### config.mk
export PLATFORM = sky130hd
export DESIGN_NAME = resource_policy_debouncer_top
export DESIGN_NICKNAME = d
export VERILOG_FILES = /design/src/hdl/rpd_pkg.sv /design/src/hdl/resource_policy_debouncer_top.sv /design/src/hdl/rpd_decide.sv
export SDC_FILE = /design/constraint.sdc
export NUM_CORES = 1
export LEC_CHECK = 0
export BUFFER_PORTS_ARGS = -buffer_cell sky130_fd_sc_hd__buf_4
export CAP_MARGIN = 10
export CORE_UTILIZATION = 58
export CTS_CLUSTER_DIAMETER = 150
export DETAILED_ROUTE_END_ITERATION = 12
export PLACE_DENSITY = 0.88
export SLEW_MARGIN = 25
export SYNTH_ARGS = -nofsm -noshare
export SYNTH_HDL_FRONTEND = slang
export SYNTH_SLANG_ARGS = --single-unit
### constraint.sdc
create_clock -name clk -period 6.54 [get_ports clk]
set_clock_uncertainty 0.1 [all_clocks]
set_input_delay 1.308 -clock clk [delete_from_list [all_inputs] [get_ports clk]]
set_output_delay 1.308 -clock clk [all_outputs]
set_load 0.03 [all_outputs]
### src/hdl/rpd_pkg.sv
// Shared codes, widths and types of the resource policy debouncer.
`default_nettype none
package rpd_pkg;

	// default widths of the id and timestamp fields
	localparam int TIME_BITS_DEF = 48;
	localparam int ID_BITS_DEF   = 32;
	localparam int COOL_W        = 32;

	typedef logic [1:0] act_t;
	typedef logic [2:0] rsn_t;

	// actions
	localparam act_t ACT_NONE    = 2'd0;
	localparam act_t ACT_NOTIFY  = 2'd1;
	localparam act_t ACT_MEMTUNE = 2'd2;
	localparam act_t ACT_BOOST   = 2'd3;

	// reasons
	localparam rsn_t RSN_NOTASK     = 3'd0;
	localparam rsn_t RSN_CRITICAL   = 3'd1;
	localparam rsn_t RSN_BACKGROUND = 3'd2;
	localparam rsn_t RSN_TIGHT      = 3'd3;
	localparam rsn_t RSN_BOOST      = 3'd4;
	localparam rsn_t RSN_OK         = 3'd5;

	// pressure classes
	localparam logic [1:0] PRS_TIGHT    = 2'd2;
	localparam logic [1:0] PRS_CRITICAL = 2'd3;

	// commands
	localparam logic CMD_EVAL  = 1'b0;
	localparam logic CMD_CLEAR = 1'b1;

	// decision and state update controls from the decision logic
	typedef struct packed {
		act_t action;       // action to report
		rsn_t reason;       // reason to report
		logic suppressed;   // stored decision replayed
		logic acting;       // filter acting state after this item
		logic store_dec;    // fresh decision becomes the stored one
		logic filter_upd;   // filter takes acting flag and timestamp
	} ctl_t;

endpackage
`default_nettype wire

### src/hdl/resource_policy_debouncer_top.sv
// Top level of the resource policy debouncer: handshakes, state and result register.
//
// Takes one item per clock. An item is registered on acceptance, then
// decided against the stored history and placed in the result register
// once that register is free or being taken. While a result waits unread,
// the input register still takes one more item and then holds s_tready
// low until the result register is free or being taken in the same cycle.
// A clear item resets the history and yields no result.
// cooldown_ms is written through the cfg channel, which is always ready.
`default_nettype none
module resource_policy_debouncer_top #(
	parameter int TIME_BITS = rpd_pkg::TIME_BITS_DEF,
	parameter int ID_BITS   = rpd_pkg::ID_BITS_DEF,
	localparam int IN_BITS  = ID_BITS + TIME_BITS + 5,
	localparam int IN_W     = ((IN_BITS + 7) / 8) * 8,
	localparam int OUT_BITS = ID_BITS + rpd_pkg::COOL_W + 7,
	localparam int OUT_W    = ((OUT_BITS + 7) / 8) * 8
) (
	input  wire logic                        clk,
	input  wire logic                        arst_n,
	// configuration: cooldown_ms
	input  wire logic                        cfg_valid,
	output logic                             cfg_ready,
	input  wire logic [rpd_pkg::COOL_W-1:0]  cfg_data,
	// input items
	input  wire logic                        s_tvalid,
	output logic                             s_tready,
	// task_running, task_id, in_foreground, pause_in_background, pressure, now_ms
	input  wire logic [IN_W-1:0]             s_tdata,
	// cmd
	input  wire logic                        s_tuser,
	// result items
	output logic                             m_tvalid,
	input  wire logic                        m_tready,
	// action, reason, out_task_id, lifetime_ms, suppressed, acting
	output logic [OUT_W-1:0]                 m_tdata
);

	localparam int P_ID  = 1;
	localparam int P_FG  = P_ID + ID_BITS;
	localparam int P_PA  = P_FG + 1;
	localparam int P_PR  = P_FG + 2;
	localparam int P_NOW = P_FG + 4;

	localparam int O_RSN  = 2;
	localparam int O_ID   = 5;
	localparam int O_LIFE = O_ID + ID_BITS;
	localparam int O_SUP  = O_LIFE + rpd_pkg::COOL_W;
	localparam int O_ACT  = O_SUP + 1;

	// configuration register
	logic [rpd_pkg::COOL_W-1:0] cooldown_q;

	// input stage
	logic                 valid_s1;
	logic                 cmd_s1;
	logic                 run_s1;
	logic [ID_BITS-1:0]   id_s1;
	logic                 fg_s1;
	logic                 pause_s1;
	logic [1:0]           prs_s1;
	logic [TIME_BITS-1:0] now_s1;

	// history
	logic                 have_last_q;
	rpd_pkg::act_t        last_action_q;
	rpd_pkg::rsn_t        last_reason_q;
	logic [ID_BITS-1:0]   last_id_q;
	logic                 filter_valid_q;
	logic                 filter_acting_q;
	logic [TIME_BITS-1:0] last_switch_q;

	// result register
	logic                       out_valid_q;
	rpd_pkg::act_t              act_q;
	rpd_pkg::rsn_t              rsn_q;
	logic [ID_BITS-1:0]         oid_q;
	logic [rpd_pkg::COOL_W-1:0] life_q;
	logic                       sup_q;
	logic                       actg_q;

	rpd_pkg::ctl_t ctl;
	logic          advance;
	logic          is_clear;
	logic          is_eval;

	assign advance  = valid_s1 && (!out_valid_q || m_tready);
	assign is_clear = advance && (cmd_s1 == rpd_pkg::CMD_CLEAR);
	assign is_eval  = advance && (cmd_s1 == rpd_pkg::CMD_EVAL);
	assign s_tready = !valid_s1 || advance;
	assign cfg_ready = 1'b1;
	assign m_tvalid = out_valid_q;

	// cooldown register
	always_ff @(posedge clk or negedge arst_n) begin
		if (!arst_n) begin
			cooldown_q <= '0;
		end else if (cfg_valid && cfg_ready) begin
			cooldown_q <= cfg_data;
		end
	end

	// input stage control
	always_ff @(posedge clk or negedge arst_n) begin
		if (!arst_n) begin
			valid_s1 <= 1'b0;
		end else if (s_tready) begin
			valid_s1 <= s_tvalid;
		end
	end

	// input stage payload
	always_ff @(posedge clk) begin
		if (s_tvalid && s_tready) begin
			cmd_s1   <= s_tuser;
			run_s1   <= s_tdata[0];
			id_s1    <= s_tdata[P_ID +: ID_BITS];
			fg_s1    <= s_tdata[P_FG];
			pause_s1 <= s_tdata[P_PA];
			prs_s1   <= s_tdata[P_PR +: 2];
			now_s1   <= s_tdata[P_NOW +: TIME_BITS];
		end
	end

	rpd_decide #(
		.TIME_BITS(TIME_BITS),
		.ID_BITS  (ID_BITS)
	) u_decide (
		.task_running       (run_s1),
		.task_id            (id_s1),
		.in_foreground      (fg_s1),
		.pause_in_background(pause_s1),
		.pressure           (prs_s1),
		.now_ms             (now_s1),
		.cooldown_ms        (cooldown_q),
		.have_last          (have_last_q),
		.last_action        (last_action_q),
		.last_reason        (last_reason_q),
		.last_task_id       (last_id_q),
		.filter_valid       (filter_valid_q),
		.filter_acting      (filter_acting_q),
		.last_switch_ms     (last_switch_q),
		.ctl                (ctl)
	);

	// history update
	always_ff @(posedge clk or negedge arst_n) begin
		if (!arst_n) begin
			have_last_q     <= 1'b0;
			last_action_q   <= rpd_pkg::ACT_NONE;
			last_reason_q   <= rpd_pkg::RSN_NOTASK;
			last_id_q       <= '0;
			filter_valid_q  <= 1'b0;
			filter_acting_q <= 1'b0;
			last_switch_q   <= '0;
		end else if (is_clear) begin
			have_last_q     <= 1'b0;
			last_action_q   <= rpd_pkg::ACT_NONE;
			last_reason_q   <= rpd_pkg::RSN_NOTASK;
			last_id_q       <= '0;
			filter_valid_q  <= 1'b0;
			filter_acting_q <= 1'b0;
			last_switch_q   <= '0;
		end else if (is_eval) begin
			have_last_q <= 1'b1;
			if (ctl.store_dec) begin
				last_action_q <= ctl.action;
				last_reason_q <= ctl.reason;
				last_id_q     <= id_s1;
			end
			if (ctl.filter_upd) begin
				filter_valid_q  <= 1'b1;
				filter_acting_q <= ctl.acting;
				last_switch_q   <= now_s1;
			end
		end
	end

	// result register control
	always_ff @(posedge clk or negedge arst_n) begin
		if (!arst_n) begin
			out_valid_q <= 1'b0;
		end else if (is_eval) begin
			out_valid_q <= 1'b1;
		end else if (m_tready) begin
			out_valid_q <= 1'b0;
		end
	end

	// result register payload
	always_ff @(posedge clk) begin
		if (is_eval) begin
			act_q  <= ctl.action;
			rsn_q  <= ctl.reason;
			oid_q  <= ctl.suppressed ? last_id_q : id_s1;
			life_q <= (ctl.action != rpd_pkg::ACT_NONE) ? cooldown_q : '0;
			sup_q  <= ctl.suppressed;
			actg_q <= ctl.acting;
		end
	end

	// pack result item
	always_comb begin
		m_tdata                                = '0;
		m_tdata[1:0]                           = act_q;
		m_tdata[O_RSN +: 3]                    = rsn_q;
		m_tdata[O_ID +: ID_BITS]               = oid_q;
		m_tdata[O_LIFE +: rpd_pkg::COOL_W]     = life_q;
		m_tdata[O_SUP]                         = sup_q;
		m_tdata[O_ACT]                         = actg_q;
	end

	// stored decision always matches the filter state
	a_filter_match: assert property (@(posedge clk) disable iff (!arst_n)
		have_last_q |-> (filter_acting_q == (last_action_q != rpd_pkg::ACT_NONE)))
		else $error("filter state disagrees with stored decision");

	// history and filter are set up together
	a_valid_pair: assert property (@(posedge clk) disable iff (!arst_n)
		have_last_q == filter_valid_q)
		else $error("history valid and filter valid differ");

	// a waiting suppressed result repeats the stored decision
	a_replay: assert property (@(posedge clk) disable iff (!arst_n)
		(out_valid_q && sup_q) |-> (act_q == last_action_q && rsn_q == last_reason_q
			&& oid_q == last_id_q && actg_q == filter_acting_q))
		else $error("suppressed result does not repeat stored decision");

endmodule
`default_nettype wire

### src/hdl/rpd_decide.sv
// Rule chain and debounce filter decision for one evaluate item.
`default_nettype none
module rpd_decide #(
	parameter int TIME_BITS = rpd_pkg::TIME_BITS_DEF,
	parameter int ID_BITS   = rpd_pkg::ID_BITS_DEF
) (
	input  wire logic                      task_running,
	input  wire logic [ID_BITS-1:0]        task_id,
	input  wire logic                      in_foreground,
	input  wire logic                      pause_in_background,
	input  wire logic [1:0]                pressure,
	input  wire logic [TIME_BITS-1:0]      now_ms,
	input  wire logic [rpd_pkg::COOL_W-1:0] cooldown_ms,
	input  wire logic                      have_last,
	input  wire rpd_pkg::act_t             last_action,
	input  wire rpd_pkg::rsn_t             last_reason,
	input  wire logic [ID_BITS-1:0]        last_task_id,
	input  wire logic                      filter_valid,
	input  wire logic                      filter_acting,
	input  wire logic [TIME_BITS-1:0]      last_switch_ms,
	output rpd_pkg::ctl_t                  ctl
);

	localparam int CMP_W = (TIME_BITS > rpd_pkg::COOL_W) ? TIME_BITS : rpd_pkg::COOL_W;

	rpd_pkg::act_t        act;
	rpd_pkg::rsn_t        rsn;
	logic                 acting_new;
	logic                 same;
	logic                 eff;
	logic                 upd;
	logic [TIME_BITS-1:0] elapsed;
	logic                 cool_done;

	// fixed rule chain, first match wins
	always_comb begin
		if (!task_running || task_id == '0) begin
			act = rpd_pkg::ACT_NONE;    rsn = rpd_pkg::RSN_NOTASK;
		end else if (pressure == rpd_pkg::PRS_CRITICAL) begin
			act = rpd_pkg::ACT_NOTIFY;  rsn = rpd_pkg::RSN_CRITICAL;
		end else if (!in_foreground && pause_in_background) begin
			act = rpd_pkg::ACT_NONE;    rsn = rpd_pkg::RSN_BACKGROUND;
		end else if (pressure == rpd_pkg::PRS_TIGHT) begin
			act = rpd_pkg::ACT_MEMTUNE; rsn = rpd_pkg::RSN_TIGHT;
		end else if (in_foreground) begin
			act = rpd_pkg::ACT_BOOST;   rsn = rpd_pkg::RSN_BOOST;
		end else begin
			act = rpd_pkg::ACT_NONE;    rsn = rpd_pkg::RSN_OK;
		end
	end

	assign acting_new = (act != rpd_pkg::ACT_NONE);
	assign same       = (act == last_action) && (rsn == last_reason) && (task_id == last_task_id);

	// elapsed time wraps at the timestamp width
	assign elapsed   = now_ms - last_switch_ms;
	assign cool_done = (CMP_W'(elapsed) >= CMP_W'(cooldown_ms));

	// debounce filter
	always_comb begin
		upd = 1'b0;
		eff = filter_acting;
		if (!have_last) begin
			upd = 1'b1;
			eff = acting_new;
		end else if (!same) begin
			if (!filter_valid || (acting_new != filter_acting && cool_done)) begin
				upd = 1'b1;
				eff = acting_new;
			end
		end
	end

	// replay the stored decision when the switch is held back
	always_comb begin
		ctl.filter_upd = upd;
		ctl.acting     = eff;
		ctl.store_dec  = !have_last || (!same && eff == acting_new);
		ctl.suppressed = have_last && !same && eff != acting_new;
		ctl.action     = ctl.suppressed ? last_action : act;
		ctl.reason     = ctl.suppressed ? last_reason : rsn;
	end

endmodule
`default_nettype wire
# After elaboration in Yosys (flattened, before gate mapping)
# Index checks and enable logic that the tools add are counted.
# op_classes
n_eq_ne	8
addsub	1
bitwise_logic	1
n_reduce_logical	32
n_lt_le_gt_ge	1
n_mux	41
# ops
cell	count
$mux W48	3
$mux W32	4
$ge A48 B32 Y1	1
$sub A48 B48 Y48	1
$eq A32 B32 Y1	1
$logic_not A32 Y1	1
$mux W3	8
$mux W2	9
$mux W1	17
$reduce_bool A2 Y1	6
$logic_and A1 B1 Y1	11
$logic_not A1 Y1	7
$logic_or A1 B1 Y1	5
$eq A2 B2 Y1 const B	2
$reduce_and A2 Y1	2
$eq A3 B3 Y1	1
$eq A2 B2 Y1	1
$ne A1 B1 Y1	2
$eq A1 B1 Y1	1
$not A1 Y1	1
# word_totals
wordCells	107
out_inout_bits	75
regBits	279
input_bits	126

# Longest topological paths before layout
# logic_depth
word_depth	18
depth_mapped	26
ltp_nobuf	24

# Cells and area by module
# Synthesis repeated with hierarchy kept, for this count alone.
# unflattened
cells_unflattened	1261
hier_area_um2	14729.1
# by_module_without_submodules
module	instances	seq_area_each_um2	area_each_um2	cells_each
resource_policy_debouncer_top	1	7767.4	9734.3	510
rpd_decide	1	0.0	4994.8	751

# Least setup slack after synthesis
# OpenSTA, ideal clock, no wires.
# synth_timing
path_kind	register -> register
start	reg now_s1[0]
end	reg last_action_q[1]
synth_period_minus_slack_ps	5158
t_arrival_ps	4937
setup_time_ps	121
slack_ps	1382
t_required_ps	6319
path_buffers	1
stages_incl_launch_ff	26
cell_sequence	edfxtp_1 -> inv_1 -> ha_1 -> inv_1 -> fa_1 -> a21oi_1 -> o211ai_1 -> a21oi_1 -> nand3_1 -> a21oi_1 -> nor2_1 -> nor2_1 -> o21bai_1 -> xor2_1 -> ha_1 -> nand4_1 -> nor2_1 -> a2111oi_2 -> o2111ai_1 -> or3b_1 -> a2111oi_2 -> nand4_1 -> o41ai_2 -> a21oi_2 -> buf_2 -> a22o_1
# synth_between
elab_chain_cells	13
word_cells_on_any_way	18
classes_between	add/sub: 1; order compare: 1; eq/ne: 2; mux: 7; reduce/logical: 7
# synth_rtl
item	line	rtl
start, declared	resource_policy_debouncer_top.sv:62	logic [TIME_BITS-1:0] now_s1;
start signal, assigned	resource_policy_debouncer_top.sv:121	now_s1 <= s_tdata[P_NOW +: TIME_BITS];
$sub A48 B48 Y48 (*)	rpd_decide.sv:56	assign elapsed = now_ms - last_switch_ms;
$ge A48 B32 Y1 (*)	rpd_decide.sv:57	assign cool_done = (CMP_W'(elapsed) >= CMP_W'(cooldown_ms));
$logic_and A1 B1 Y1 (*)	rpd_decide.sv:67	if (!filter_valid || (acting_new != filter_acting && cool_done)) begin
$logic_or A1 B1 Y1 (*)	rpd_decide.sv:67	
$mux W1 (*)	rpd_decide.sv:67	
$mux W1 (*)	rpd_decide.sv:66	end else if (!same) begin
$mux W1 (*)	rpd_decide.sv:63	if (!have_last) begin
$ne A1 B1 Y1	rpd_decide.sv:79	ctl.suppressed = have_last && !same && eff != acting_new;
$logic_and A1 B1 Y1	rpd_decide.sv:79	
$mux W2	rpd_decide.sv:80	ctl.action = ctl.suppressed ? last_action : act;
$mux W2	resource_policy_debouncer_top.sv:166	if (ctl.store_dec) begin
$mux W2	resource_policy_debouncer_top.sv:164	end else if (is_eval) begin
$mux W2	resource_policy_debouncer_top.sv:156	end else if (is_clear) begin
end signal, assigned	resource_policy_debouncer_top.sv:150	last_action_q <= rpd_pkg::ACT_NONE;
end signal, assigned	resource_policy_debouncer_top.sv:158	last_action_q <= rpd_pkg::ACT_NONE;
end signal, assigned	resource_policy_debouncer_top.sv:167	last_action_q <= ctl.action;
end, declared	resource_policy_debouncer_top.sv:66	rpd_pkg::act_t last_action_q;
# Mark *: on every way between the ends. The rest lies on a longest branch, timed or not. The select of a mux whose other input is x is not followed.
# A chain may end at the register's enable or synchronous reset.

# Worst setup path in the final report
# layout_timing
start	reg now_s1[0]
end	reg last_switch_q[3]
# layout_between
elab_chain_cells	9
# layout_rtl
item	line	rtl
$sub A48 B48 Y48	rpd_decide.sv:56	
$ge A48 B32 Y1	rpd_decide.sv:57	
$logic_and A1 B1 Y1	rpd_decide.sv:67	
$logic_or A1 B1 Y1	rpd_decide.sv:67	
$mux W1	rpd_decide.sv:67	
$mux W1	rpd_decide.sv:66	
$mux W1	rpd_decide.sv:63	
$reduce_bool A2 Y1 (no source line)	n/a	
$reduce_and A2 Y1 (no source line)	n/a	
end signal, assigned	resource_policy_debouncer_top.sv:174	last_switch_q <= now_s1;
end, declared	resource_policy_debouncer_top.sv:71	logic [TIME_BITS-1:0] last_switch_q;
# No other way between the ends.

==> impl_results.md <==
* # fillers at 1752
* Peak supply drop at 0.000270 V
* Crit path buf inv count at 3
* Largest net degree at the start of global routing at 87
* Hold Buf Count CTS at 0
* Design Area, Final at 17700 sq um
* Synthesized cell area at 15000 sq um
* Power Total at 5.43 mW
* Final hold slack at 0.403 ns
* Cell at the slowest stage of the critical path: o41ai_2
* Average cell area after synthesis at 10.9 sq um
* F_max at 163 MHz
* Post-DP Area at 16700 sq um
* Most frequent CP cell: nor2_1
* CP startpoint kind: register
* Kind of critical path: register to register
* Max Buffers Root-to-Sink at 3
* Placed Instances at 1847
* Status: finished, final reports clean
* Vias in the first global route at 11000
* Yosys reg bits at 279
* Iter 0 DRT Violations at 1160
* Final net count at 1753
* Worst Tran Pin Value at 0.852 ns
* Initial antenna violation count at 1
* Most frequent cells in the layout: 201 x buf_4, 161 x nand2_1, 157 x edfxtp_1
* Worst EP required at 6.89 ns
* Synth Area in Compound Gates at 16.1%
* Die H at 163 um
* Ports at 201
* HPWL Detailed at 26600 um
* Vias/cell at 6.07
* RSZ-0062 raised after global routing: no
* Post-Synthesis Cells at 1374
* Root Buffer: clkbuf_16
* Library cells used by synthesis at 73
* Async SR Flop Fraction at 43.7%
* Synth Area in Simple Gates at 10.9%
* Gate power share at 29.4%
* Seq/Total Area, Yosys at 51.7%
* Congestion Overflow GR at 0
* MaxCap Viol Count at 0
* Core area at 25300 sq um
* P_int at 3.65 mW
* Yosys warns at 0
* Initial Utilization at 59.4%
* Total clock sinks at 279
* Commonest non-fill, non-tap cell in the layout: buf_4
* ANT nets after route at 0
* H-tree levels at 1
* Crit path time final at 6.14 ns
* Max-slew violation count at 0
* Area growth syn-to-layout at 17.8%
* Port Buffers at 195
* Post-route DRC at 0
* First-pass GRT wire length at 58300 um
* Final Hold Viols at 0
* Crit-path max cell delay at 0.46 ns
* Vias at 11529
* Mux cell area share after synthesis at 5.63%
* Rows at 58
* Routed len/inst at 19.4 um
* Number of flops mapped to enable cells by yosys at 157
* Wirelength, routed at 36900 um
* Top FF cell, synth: edfxtp_1
* Final non-filler cell total at 1900
* Worst setup EP type: register
* Min-delay worst type: register to register
* Initial DRT Pass Iterations at 5
* Area share of fa/ha/maj cells after synthesis at 6.72%
* Share of power burned in the clock network at 30.5%
* Largest family of logic cells by synthesized area: compound AO/OA/AOI/OAI gates
* Syn_nets at 1580
* Global placer's final weighted congestion at 0.921
* Setup Viol. Count Final at 0
* Slew margin rel. at 43.2%
* Share of cells above drive strength 1 at 18.7%
* Chip width at 163 um
* Clock transition at path regs at 0.06 ns
* Sequential Power Share at 40.0%
* DIE AREA at 26500 sq um
* Setup TNS at 0 ns
* Switching share of power at 32.8%
* Worst EP arrival at 6.49 ns
* GRT Total Usage at 28.0%
* P_leak at 7.59 nW
* Tcrit/Tclk final at 93.9%
* CTS tree: yes
* Synth Area in XOR/XNOR at 4.20%
* Crit path max fanout at 31
* PD cells at 307 nW/um^2
* Total net switching power at 1.78 mW
* Largest delay share family, worst path: compound AO/OA/AOI/OAI gates
* Skew-Pair Late Insertion Delay at 0.56 ns
* CTS buffer count at 28
## synthesized netlist by cell type (all sizes together), types with 6 or more instances
cell type	count	area, sq um
edfxtp	157	4710
nand3	8	40.0
nor2	62	233
a2111oi	7	80.1
nor3	13	65.1
a22o	86	753
xnor2	25	219
a31oi	7	43.8
o21a	9	67.6
a211oi	9	72.6
a21o	10	75.1
nand4	33	213
mux2	41	465
o211ai	9	67.6
ha	79	988
or2	6	37.5
inv	97	364
mux2i	38	380
and2	6	37.5
nand2b	7	43.8
o21ai	91	455
clkbuf	33	124
a21oi	85	433
nor2b	9	56.3
nand2	161	604
nor4	23	159
xor2	47	412
or3	8	55.1
dfrtp	122	3050
buf	30	209
## cell families (layout without fill, tap and decap cells)
logic type	count (synthesis)	count (layout)
other	2	3
muxes	79	79
and+or+nand+nor	348	348
buffers and inverters	160	355
DFF	279	279
AOI/OAI and AO/OA	354	354
adders and majority gates	80	80
xor gates and xnor gates	72	72
## layer usage
layer / share of wire (%) / routed length [um] / global-route usage, %
met1: 42 / 15600 / 38.4
met2: 47 / 17500 / 45.9
met3: 7.2 / 2650 / 3.92
met4: 3.4 / 1250 / 9.77
met5: 0 / 0 / 0
## final timing paths
check	startpoint	endpoint	slack [ns]	depth (start not counted)
min in group asynchronous	arst_n	last_id_q[11]	0.73	1
max reg2reg	now_s1[0]	last_switch_q[3]	0.40	25
min reg2reg	cmd_s1	filter_valid_q	0.40	1
max	now_s1[0]	last_switch_q[3]	0.40	25
min	cmd_s1	filter_valid_q	0.40	1
max in group asynchronous	arst_n	cooldown_q[20]	4.23	2
## power by group through the flow
stage	logic [mW]	registers, mW	clock network [mW]
floorplan	1.08	2.22	0
global placement	1.51	2.19	0
detailed placement	1.56	2.20	0
CTS	1.58	2.17	1.69
global route	1.77	2.19	1.74
finish	1.60	2.18	1.66
## through the flow
stage,worst slack [ns],utilization [%]
detailed placement,0.459,66.2
global route,0.0635,70.0
global placement,0.608,66.1
finish,0.397,70.0
CTS,0.429,70.0
floorplan,1.38,-
## sequential cells by signal, indices dropped and copies added, names as in the netlist, 2 cells and up
register,count
cooldown_q,32
id_s1,32
prs_s1,2
oid_q,32
rsn_q,3
life_q,32
now_s1,48
act_q,2
last_action_q,2
last_switch_q,48
last_id_q,32
last_reason_q,3
## worst register-to-register path, delay by kind of cell (launching register included)
kind,cells,cell delay [ns]
compound gates,11,2.68
simple gates,7,1.31
fa+ha+maj,3,0.87
flops,1,0.40
buf+inv,3,0.38
xor+xnor,1,0.29
## timing repair
action,CTS,global route
gates resized for setup,0,1
setup endpoints to repair,0,32
endpoints found under the hold margin,0,0
buffers inserted,0,0
## area by class of cell
cell class	instances	area [sq um]	share of cell area [%]
sequential	279	7770	43.9
multi-input combinational	935	6570	37.1
timing repair buffer	206	1610	9.09
clock buffer	34	743	4.20
tap	330	413	2.33
inverter	97	364	2.06
clock inverter	18	223	1.26
antenna	1	2.50	0.0141
Power figures use the tool's default switching activity.
